[src/rtl/core/fram_pkg.sv]
// shared constants, types and handshake structs for the four register alu machine
`timescale 1ns / 1ps

package fram_pkg;

    // datapath sizing
    localparam int DATA_WIDTH = 64;
    localparam int NUM_REGS   = 4;
    localparam int REG_ADDR_W = (NUM_REGS > 1) ? $clog2(NUM_REGS) : 1;
    localparam int CNT_W      = $clog2(DATA_WIDTH);

    // stream field widths
    localparam int OP_W      = 3;
    localparam int IDX_W     = 2;
    localparam int IMM_W     = 64;
    localparam int VALUE_W   = 64;
    localparam int IN_DATA_W = 2 * IDX_W + IMM_W;
    localparam int S_TDATA_W = ((IN_DATA_W + 7) / 8) * 8;
    localparam int M_TDATA_W = ((VALUE_W + 7) / 8) * 8;
    localparam int M_TUSER_W = 2;

    // tdata bit positions on the input side
    localparam int DST_LSB = 0;
    localparam int SRC_LSB = DST_LSB + IDX_W;
    localparam int IMM_LSB = SRC_LSB + IDX_W;

    // operation codes
    typedef enum logic [OP_W-1:0] {
        OP_LOAD = 3'd0,
        OP_MOV  = 3'd1,
        OP_ADD  = 3'd2,
        OP_SUB  = 3'd3,
        OP_MUL  = 3'd4,
        OP_DIV  = 3'd5,
        OP_OUT  = 3'd6
    } op_t;

    // controller to datapath
    typedef struct packed {
        logic load;     // capture a new instruction word
        logic start;    // launch the multiply/divide unit
        logic commit;   // write back and load the result register
    } dp_cmd_t;

    // datapath to controller
    typedef struct packed {
        logic need_iter;  // operation needs the multiply/divide unit
        logic unit_done;  // multiply/divide unit finished
    } dp_status_t;

endpackage

[src/rtl/core/fram_ram.sv]
// generic register file ram, one write port and two registered read ports
`timescale 1ns / 1ps

module fram_ram #(
    parameter int WIDTH = 64,
    parameter int DEPTH = 4
) (
    input  logic                                     clk,
    input  logic                                     we,
    input  logic [((DEPTH > 1) ? $clog2(DEPTH) : 1)-1:0] waddr,
    input  logic [WIDTH-1:0]                         wdata,
    input  logic [((DEPTH > 1) ? $clog2(DEPTH) : 1)-1:0] raddr_a,
    input  logic [((DEPTH > 1) ? $clog2(DEPTH) : 1)-1:0] raddr_b,
    output logic [WIDTH-1:0]                         rdata_a,
    output logic [WIDTH-1:0]                         rdata_b
);

    logic [WIDTH-1:0] mem [DEPTH];
    logic [WIDTH-1:0] rdata_a_reg;
    logic [WIDTH-1:0] rdata_b_reg;

    // write port and registered reads
    always_ff @(posedge clk)
    begin
        if (we)
        begin
            mem[waddr] <= wdata;
        end
        rdata_a_reg <= mem[raddr_a];
        rdata_b_reg <= mem[raddr_b];
    end

    assign rdata_a = rdata_a_reg;
    assign rdata_b = rdata_b_reg;

endmodule

[src/rtl/core/fram_muldiv.sv]
// iterative unit: shift-add multiply and restoring signed divide, one bit per cycle
`timescale 1ns / 1ps

module fram_muldiv
    import fram_pkg::*;
(
    input  logic                  clk,
    input  logic                  rst_n,
    input  logic                  start,
    input  logic                  is_div,
    input  logic [DATA_WIDTH-1:0] a,
    input  logic [DATA_WIDTH-1:0] b,
    output logic                  done,
    output logic [DATA_WIDTH-1:0] result
);

    localparam logic [CNT_W-1:0] LAST_STEP = CNT_W'(DATA_WIDTH - 1);

    logic                  busy_reg, busy_next;
    logic                  done_reg, done_next;
    logic                  div_mode_reg, div_mode_next;
    logic                  neg_reg, neg_next;
    logic [CNT_W-1:0]      cnt_reg, cnt_next;
    logic [DATA_WIDTH-1:0] acc_reg, acc_next;
    logic [DATA_WIDTH-1:0] x_reg, x_next;
    logic [DATA_WIDTH-1:0] y_reg, y_next;

    logic [DATA_WIDTH-1:0] a_mag;
    logic [DATA_WIDTH-1:0] b_mag;
    logic [DATA_WIDTH:0]   rem_sh;
    logic [DATA_WIDTH:0]   diff;
    logic [DATA_WIDTH-1:0] add_term;

    // operand magnitudes for the divide
    assign a_mag = a[DATA_WIDTH-1] ? (DATA_WIDTH'(0) - a) : a;
    assign b_mag = b[DATA_WIDTH-1] ? (DATA_WIDTH'(0) - b) : b;

    // one step of either algorithm
    assign rem_sh   = {acc_reg, x_reg[DATA_WIDTH-1]};
    assign diff     = rem_sh - {1'b0, y_reg};
    assign add_term = x_reg[0] ? y_reg : '0;

    // next state
    always_comb
    begin
        busy_next     = busy_reg;
        done_next     = 1'b0;
        div_mode_next = div_mode_reg;
        neg_next      = neg_reg;
        cnt_next      = cnt_reg;
        acc_next      = acc_reg;
        x_next        = x_reg;
        y_next        = y_reg;
        if (start)
        begin
            busy_next     = 1'b1;
            div_mode_next = is_div;
            neg_next      = a[DATA_WIDTH-1] ^ b[DATA_WIDTH-1];
            cnt_next      = '0;
            acc_next      = '0;
            x_next        = is_div ? a_mag : b;
            y_next        = is_div ? b_mag : a;
        end
        else if (busy_reg)
        begin
            cnt_next = cnt_reg + CNT_W'(1);
            if (div_mode_reg)
            begin
                acc_next = diff[DATA_WIDTH] ? rem_sh[DATA_WIDTH-1:0] : diff[DATA_WIDTH-1:0];
                x_next   = {x_reg[DATA_WIDTH-2:0], ~diff[DATA_WIDTH]};
            end
            else
            begin
                acc_next = acc_reg + add_term;
                x_next   = x_reg >> 1;
                y_next   = y_reg << 1;
            end
            if (cnt_reg == LAST_STEP)
            begin
                busy_next = 1'b0;
                done_next = 1'b1;
            end
        end
    end

    // control registers
    always_ff @(posedge clk or negedge rst_n)
    begin
        if (!rst_n)
        begin
            busy_reg     <= 1'b0;
            done_reg     <= 1'b0;
            div_mode_reg <= 1'b0;
            neg_reg      <= 1'b0;
            cnt_reg      <= '0;
        end
        else
        begin
            busy_reg     <= busy_next;
            done_reg     <= done_next;
            div_mode_reg <= div_mode_next;
            neg_reg      <= neg_next;
            cnt_reg      <= cnt_next;
        end
    end

    // working registers
    always_ff @(posedge clk)
    begin
        acc_reg <= acc_next;
        x_reg   <= x_next;
        y_reg   <= y_next;
    end

    // quotient sign fix-up
    assign result = div_mode_reg ? (neg_reg ? (DATA_WIDTH'(0) - x_reg) : x_reg) : acc_reg;
    assign done   = done_reg;

endmodule

[src/rtl/core/fram_dp.sv]
// datapath: instruction word, register file, alu, multiply/divide unit, result register
`timescale 1ns / 1ps

module fram_dp
    import fram_pkg::*;
(
    input  logic             clk,
    input  logic             rst_n,
    input  dp_cmd_t          cmd,
    output dp_status_t       status,
    input  logic [OP_W-1:0]  op,
    input  logic [IDX_W-1:0] dst_reg,
    input  logic [IDX_W-1:0] src_reg,
    input  logic [IMM_W-1:0] immediate,
    output logic [VALUE_W-1:0] value,
    output logic             is_output,
    output logic             div_fault
);

    localparam logic [DATA_WIDTH-1:0] MOST_NEG = {1'b1, {(DATA_WIDTH-1){1'b0}}};

    op_t                   op_reg;
    logic [IDX_W-1:0]      dst_idx_reg;
    logic [IDX_W-1:0]      src_idx_reg;
    logic [DATA_WIDTH-1:0] imm_reg;
    logic [NUM_REGS-1:0]   rf_valid_reg;
    logic                  dv_ok_reg;
    logic                  sv_ok_reg;
    logic [VALUE_W-1:0]    value_reg;
    logic                  is_output_reg;
    logic                  div_fault_reg;

    logic [REG_ADDR_W-1:0] dst_addr;
    logic [REG_ADDR_W-1:0] src_addr;
    logic                  dst_in;
    logic                  src_in;
    logic [DATA_WIDTH-1:0] rd_dst;
    logic [DATA_WIDTH-1:0] rd_src;
    logic [DATA_WIDTH-1:0] dv;
    logic [DATA_WIDTH-1:0] sv;
    logic                  fault;
    logic                  wr_en;
    logic [DATA_WIDTH-1:0] res;
    logic [DATA_WIDTH-1:0] unit_result;
    logic                  unit_done;

    // register indexes and their range check
    assign dst_addr = REG_ADDR_W'(dst_idx_reg);
    assign src_addr = REG_ADDR_W'(src_idx_reg);
    assign dst_in   = (32'(dst_idx_reg) < NUM_REGS);
    assign src_in   = (32'(src_idx_reg) < NUM_REGS);

    // instruction word capture
    always_ff @(posedge clk)
    begin
        if (cmd.load)
        begin
            op_reg      <= op_t'(op);
            dst_idx_reg <= dst_reg;
            src_idx_reg <= src_reg;
            imm_reg     <= immediate[DATA_WIDTH-1:0];
        end
    end

    // register file storage
    fram_ram #(
        .WIDTH (DATA_WIDTH),
        .DEPTH (NUM_REGS)
    ) u_rf (
        .clk     (clk),
        .we      (wr_en),
        .waddr   (dst_addr),
        .wdata   (res),
        .raddr_a (dst_addr),
        .raddr_b (src_addr),
        .rdata_a (rd_dst),
        .rdata_b (rd_src)
    );

    // written flags, an unwritten or missing register reads as zero
    always_ff @(posedge clk or negedge rst_n)
    begin
        if (!rst_n)
        begin
            rf_valid_reg <= '0;
            dv_ok_reg    <= 1'b0;
            sv_ok_reg    <= 1'b0;
        end
        else
        begin
            if (wr_en)
            begin
                rf_valid_reg[dst_addr] <= 1'b1;
            end
            dv_ok_reg <= dst_in && rf_valid_reg[dst_addr];
            sv_ok_reg <= src_in && rf_valid_reg[src_addr];
        end
    end

    assign dv = dv_ok_reg ? rd_dst : '0;
    assign sv = sv_ok_reg ? rd_src : '0;

    // divide by zero or overflow
    assign fault = (op_reg == OP_DIV) && ((sv == '0) || ((dv == MOST_NEG) && (sv == '1)));

    // multiply/divide unit
    fram_muldiv u_muldiv (
        .clk    (clk),
        .rst_n  (rst_n),
        .start  (cmd.start),
        .is_div (op_reg == OP_DIV),
        .a      (dv),
        .b      (sv),
        .done   (unit_done),
        .result (unit_result)
    );

    // result select and write enable
    always_comb
    begin
        res   = dv;
        wr_en = 1'b0;
        case (op_reg)
            OP_LOAD:
            begin
                res   = imm_reg;
                wr_en = cmd.commit && dst_in;
            end
            OP_MOV:
            begin
                res   = sv;
                wr_en = cmd.commit && dst_in;
            end
            OP_ADD:
            begin
                res   = dv + sv;
                wr_en = cmd.commit && dst_in;
            end
            OP_SUB:
            begin
                res   = dv - sv;
                wr_en = cmd.commit && dst_in;
            end
            OP_MUL:
            begin
                res   = unit_result;
                wr_en = cmd.commit && dst_in;
            end
            OP_DIV:
            begin
                res   = fault ? dv : unit_result;
                wr_en = cmd.commit && dst_in && !fault;
            end
            default:
            begin
                res   = dv;
                wr_en = 1'b0;
            end
        endcase
    end

    // result word register
    always_ff @(posedge clk)
    begin
        if (cmd.commit)
        begin
            value_reg     <= VALUE_W'($signed(res));
            is_output_reg <= (op_reg == OP_OUT);
            div_fault_reg <= fault;
        end
    end

    assign value     = value_reg;
    assign is_output = is_output_reg;
    assign div_fault = div_fault_reg;

    assign status.need_iter = (op_reg == OP_MUL) || ((op_reg == OP_DIV) && !fault);
    assign status.unit_done = unit_done;

endmodule

[src/rtl/core/fram_ctrl.sv]
// controller: sequences one instruction at a time and owns the output handshake
`timescale 1ns / 1ps

module fram_ctrl
    import fram_pkg::*;
(
    input  logic       clk,
    input  logic       rst_n,
    input  logic       s_tvalid,
    output logic       s_tready,
    output logic       m_tvalid,
    input  logic       m_tready,
    input  dp_status_t status,
    output dp_cmd_t    cmd
);

    typedef enum logic [2:0] {
        S_IDLE,
        S_READ,
        S_EXEC,
        S_ITER,
        S_DONE
    } state_t;

    state_t state_reg, state_next;
    logic   out_valid_reg, out_valid_next;

    // commands
    assign s_tready   = (state_reg == S_IDLE);
    assign cmd.load   = (state_reg == S_IDLE) && s_tvalid;
    assign cmd.start  = (state_reg == S_EXEC) && status.need_iter;
    assign cmd.commit = (state_reg == S_DONE) && (!out_valid_reg || m_tready);

    // next state
    always_comb
    begin
        state_next = state_reg;
        case (state_reg)
            S_IDLE:
            begin
                if (s_tvalid)
                begin
                    state_next = S_READ;
                end
            end
            S_READ:
            begin
                state_next = S_EXEC;
            end
            S_EXEC:
            begin
                state_next = status.need_iter ? S_ITER : S_DONE;
            end
            S_ITER:
            begin
                if (status.unit_done)
                begin
                    state_next = S_DONE;
                end
            end
            S_DONE:
            begin
                if (cmd.commit)
                begin
                    state_next = S_IDLE;
                end
            end
            default:
            begin
                state_next = S_IDLE;
            end
        endcase
    end

    // output word valid
    assign out_valid_next = cmd.commit || (out_valid_reg && !m_tready);

    // state and registered outputs
    always_ff @(posedge clk or negedge rst_n)
    begin
        if (!rst_n)
        begin
            state_reg     <= S_IDLE;
            out_valid_reg <= 1'b0;
        end
        else
        begin
            state_reg     <= state_next;
            out_valid_reg <= out_valid_next;
        end
    end

    assign m_tvalid = out_valid_reg;

    // a result is never written over one that is still waiting
    a_commit_free: assert property (@(posedge clk) disable iff (!rst_n)
        cmd.commit |-> (!out_valid_reg || m_tready))
        else $error("result committed over a waiting word");

    // one instruction at a time
    a_one_in_flight: assert property (@(posedge clk) disable iff (!rst_n)
        (s_tvalid && s_tready) |=> !s_tready)
        else $error("second word accepted while busy");

    // the unit only finishes while the controller waits for it
    a_done_in_iter: assert property (@(posedge clk) disable iff (!rst_n)
        status.unit_done |-> (state_reg == S_ITER))
        else $error("unit done outside the wait state");

    // output valid only rises after a commit
    a_valid_from_commit: assert property (@(posedge clk) disable iff (!rst_n)
        $rose(out_valid_reg) |-> $past(cmd.commit))
        else $error("output valid without a commit");

endmodule

[src/rtl/core/four_register_alu_machine.sv]
// Four register alu machine: executes decoded instructions on a small signed register file.
// Input stream (s_axis): one instruction per word; tuser carries the operation code,
// tdata the destination index, source index and signed immediate.
// Output stream (m_axis): exactly one result word per instruction; tdata carries the
// destination value after the operation (or the reported register), tuser the flags.
// Load, move, add, subtract, output and faulted divides pass from accept through the
// read, execute and done states to the result register; multiply and divide also run
// DATA_WIDTH steps of one shared shift-add / restoring unit in the iterate state.
// One instruction is in flight at a time, so a new word is accepted only once the
// last result has gone to the result register.
// Reset clears all registers to zero and empties the result register.
// The result register parts the two sides: a new instruction is accepted while the
// last result waits; if the receiver still stalls when the next result is ready,
// the block holds that result internally and takes no further words.
`timescale 1ns / 1ps

module four_register_alu_machine
    import fram_pkg::*;
(
    input  logic                 clk,
    input  logic                 rst_n,
    input  logic                 s_axis_tvalid,
    output logic                 s_axis_tready,
    input  logic [S_TDATA_W-1:0] s_axis_tdata,   // dst_reg, src_reg, immediate, zero pad
    input  logic [OP_W-1:0]      s_axis_tuser,   // op
    output logic                 m_axis_tvalid,
    input  logic                 m_axis_tready,
    output logic [M_TDATA_W-1:0] m_axis_tdata,   // value
    output logic [M_TUSER_W-1:0] m_axis_tuser    // is_output, div_fault
);

    dp_cmd_t            cmd;
    dp_status_t         status;
    logic [VALUE_W-1:0] value;
    logic               is_output;
    logic               div_fault;

    // sequencing
    fram_ctrl u_ctrl (
        .clk      (clk),
        .rst_n    (rst_n),
        .s_tvalid (s_axis_tvalid),
        .s_tready (s_axis_tready),
        .m_tvalid (m_axis_tvalid),
        .m_tready (m_axis_tready),
        .status   (status),
        .cmd      (cmd)
    );

    // execution
    fram_dp u_dp (
        .clk       (clk),
        .rst_n     (rst_n),
        .cmd       (cmd),
        .status    (status),
        .op        (s_axis_tuser),
        .dst_reg   (s_axis_tdata[DST_LSB +: IDX_W]),
        .src_reg   (s_axis_tdata[SRC_LSB +: IDX_W]),
        .immediate (s_axis_tdata[IMM_LSB +: IMM_W]),
        .value     (value),
        .is_output (is_output),
        .div_fault (div_fault)
    );

    // output packing
    assign m_axis_tdata = M_TDATA_W'(value);
    assign m_axis_tuser = {div_fault, is_output};

endmodule
[config.mk]
export PLATFORM = sky130hd
export DESIGN_NAME = four_register_alu_machine
export DESIGN_NICKNAME = d
export VERILOG_FILES = /design/src/rtl/core/fram_pkg.sv /design/src/rtl/core/fram_ram.sv /design/src/rtl/core/fram_muldiv.sv /design/src/rtl/core/fram_dp.sv /design/src/rtl/core/fram_ctrl.sv /design/src/rtl/core/four_register_alu_machine.sv
export SDC_FILE = /design/constraint.sdc
export NUM_CORES = 2
export LEC_CHECK = 0
export BUFFER_PORTS_ARGS = -buffer_cell sky130_fd_sc_hd__buf_2
export CAP_MARGIN = 10
export CORE_MARGIN = 2
export CORE_UTILIZATION = 58
export DETAILED_ROUTE_END_ITERATION = 16
export PLACE_DENSITY = 0.81
export SLEW_MARGIN = 20
export SYNTH_ARGS = -nofsm -noshare
export SYNTH_HDL_FRONTEND = slang
export SYNTH_SLANG_ARGS = --single-unit
export TNS_END_PERCENT = 20
[constraint.sdc]
create_clock -name clk -period 9.2 [get_ports clk]
set_input_delay 1.38 -clock clk [delete_from_list [all_inputs] [get_ports clk]]
set_output_delay 1.38 -clock clk [all_outputs]
set_load 0.02 [all_outputs]
==> impl_results.md <==
* # fillers at 6778
* Hold Crit Start: u_dp.rf_valid_reg[2]$_DFFE_PN0P_
* Largest register FFs at 256
* Core area at 84000 sq um
* Total Routed Length at 175000 um
* Congestion Overflow GR at 0
* First-pass GRT wire length at 258000 um
* Num ports at 147
* Max FO, Critical Path at 28
* Final Max Slew Viols at 0
* Vias in the first global route at 40000
* Clk_skew at 60.0 ps
* Tmin final at 7990 ps
* Clk slew on worst S/H paths at 70 ps
* Remaining DRCs at 0
* Post-DR vias/cell at 6.83
* Largest Register: u_dp.u_rf.mem
* Synth Flop Type: edfxtp_1
* Max Freq at 0.125 GHz
* Least-Margin Pin Slew at 1150 ps
* Top layer in use: met5
* Sequential cell area at 20000 sq um
* Post-synth top area cell: edfxtp_1
* RSZ-0062 raised after global routing: false
* Synth Cell Area at 49400 sq um
* Final setup vio count at 0
* Final Hold Fails at 0
* Worst skew pair latency at 680 ps
* H-tree depth at 3
* Flops & latches, synth at 733
* Kind of critical path: reg2reg
* Gr usage total at 0.395
* Share of layout cells above drive strength 1 at 0.105
* Largest net degree at the start of global routing at 142
* Die Y-Extent at 296 um
* YS warnings at 0
* CTS tree: yes
* Wire length on met1 at 72100 um
* Register area share after synthesis at 0.405
* Max-Cap Viols at 0
* WP data arrival at 8360 ps
* Deepest clock path buffer count at 3
* # nets final at 5468
* Multi-input logic area at 27400 sq um
* Post-CTS setup buffer count at 0
* Crit end category: register
* Hold depth at 1
* Worst Hold End: u_dp.rf_valid_reg[2]$_DFFE_PN0P_
* Share of the clock period used by the worst path at 0.868
* # rows at 106
* Antenna Violating Nets Remaining at 0
* TritonRoute pass-1 iters at 9
* Status: finished, final reports clean
* Crit. Startpoint: u_dp.sv_ok_reg$_DFF_PN0_
* Metal2 WL at 71700 um
* Die area at 87500 sq um
* Wire length per cell at 27.4 um
* Iter 0 DRT Violations at 6617
* Routed length on met3 at 26000 um
* Port buffer count at 142
* Initial Util at 0.588
* Reg-to-reg endpoint: u_dp.u_rf.mem[1][63]$_DFFE_PP_
* FF-to-FF path depth at 22
* Initial antenna violation count at 6
* DP Wirelength at 129000 um
* Syn avg cell area at 9.33 sq um
* EDFF count, synth at 521
* Async SR Flop Fraction at 0.0273
* Post-synth top cells: nand2_1, edfxtp_1, a21oi_1, o21ai_0, nor2_1
* R2R Path Start: u_dp.sv_ok_reg$_DFF_PN0_
* Setup slack, reg-to-reg at 1210 ps
* CP required at 9580 ps
* Worst rel slew slack at 0.213
* Cell with the most instances after synthesis: nand2_1
* Resized Gates After CTS at 0
* Cells after Synth at 5293
* Area growth, synth to finish at 8.11%
* Num CTS Buffers at 76
* Clk root buf: clkbuf_16
* CTS sink count at 733
* Post-Route Setup TNS at 0 ps
* Area contributors post-synth: edfxtp_1, dfxtp_1, mux4_2
* Startpoint types: register
* Die Wd at 296 um
* Post-synth net total at 5571
* Vias at 43700
* Placer congestion estimate at 1.05
* Hold WC Path Type: reg2reg
* Hold-fix buffers at CTS at 0
* Synth top area share at 0.317
* Distinct cell type count after synthesis at 92
## kinds of logic (layout without fill, tap and decap cells)
family | count (synthesis) | count (layout) | share of synthesized area
compound gates | 1627 | 1627 | 0.205
xor+xnor | 371 | 371 | 0.0658
fa+ha+maj | 199 | 199 | 0.0509
buf+inv | 536 | 496 | 0.0415
flops | 733 | 733 | 0.405
mux | 251 | 251 | 0.0843
other cells | 0 | 1 | 0
simple gates | 1576 | 1576 | 0.148
## worst max-delay path, cell delays in order (launching register included)
cell and delay, ps:
dfrtp_4 630, and2_1 310, inv_1 100, ha_1 270, o21ai_0 340, a2111oi_2 710, nand2_1 320, a21oi_1 260
nand2_1 110, a31oi_1 180, a21oi_1 80, ha_1 420, nand2_1 100, nor2_1 340, nand4_1 210, a2111oi_0 1000
o21ai_0 460, o21ai_0 510, a221oi_1 300, nor4_1 340, nor3_1 120, mux2i_1 130, o21ai_0 460
## through the flow
stage	utilization	hold slack, ps	worst slack, ps	instance area [sq um]	instances
3_5_place_dp	0.603	486	1600	50700	6246
6_report	0.636	499	1210	53400	6388
5_1_grt	0.636	522	842	53400	6387
2_1_floorplan	-	452	387	49400	5293
4_1_cts	0.636	499	1460	53400	6387
3_3_place_gp	0.603	468	1730	50700	6246
## worst max path at each step
stage                                       end  slack [ps]  cells after the start
2_1_floorplan  u_dp.rf_valid_reg[1]$_DFFE_PN0P_         390                      5
3_3_place_gp           u_dp.value[63]$_DFFE_PP_        1730                     22
3_5_place_dp           u_dp.value[63]$_DFFE_PP_        1600                     22
4_1_cts          u_dp.u_rf.mem[1][63]$_DFFE_PP_        1460                     22
5_1_grt          u_dp.u_rf.mem[1][63]$_DFFE_PP_         840                     22
6_report         u_dp.u_rf.mem[1][63]$_DFFE_PP_        1210                     22
## routing by layer
layer  track usage  vias to the layer above
li1              -                    19500
met1         0.582                    20900
met2         0.552                     2875
met3         0.128                      334
met4         0.113                        4
met5             0                        -
## cell type report
type,count,share of cell area
inverters,146,0.0103
flip-flops and latches,733,0.375
diodes,1,0.0000469
multi-input cells,4024,0.514
repair buffers,209,0.0239
well taps,1134,0.0266
clock buffers,98,0.0385
clock inverters,43,0.0120
## cell usage in the layout (no fill, tap or decap), types with 142 or more instances in the layout
master,count
nand2_1,581
edfxtp_1,521
a21oi_1,477
o21ai_0,442
nor2_1,413
ha_1,196
xnor2_1,195
dfxtp_1,191
xor2_1,174
buf_2,142
Power is left out: the tool's default activity adds up to more than one toggle a clock period on the data nets, which glitch-free logic cannot reach.
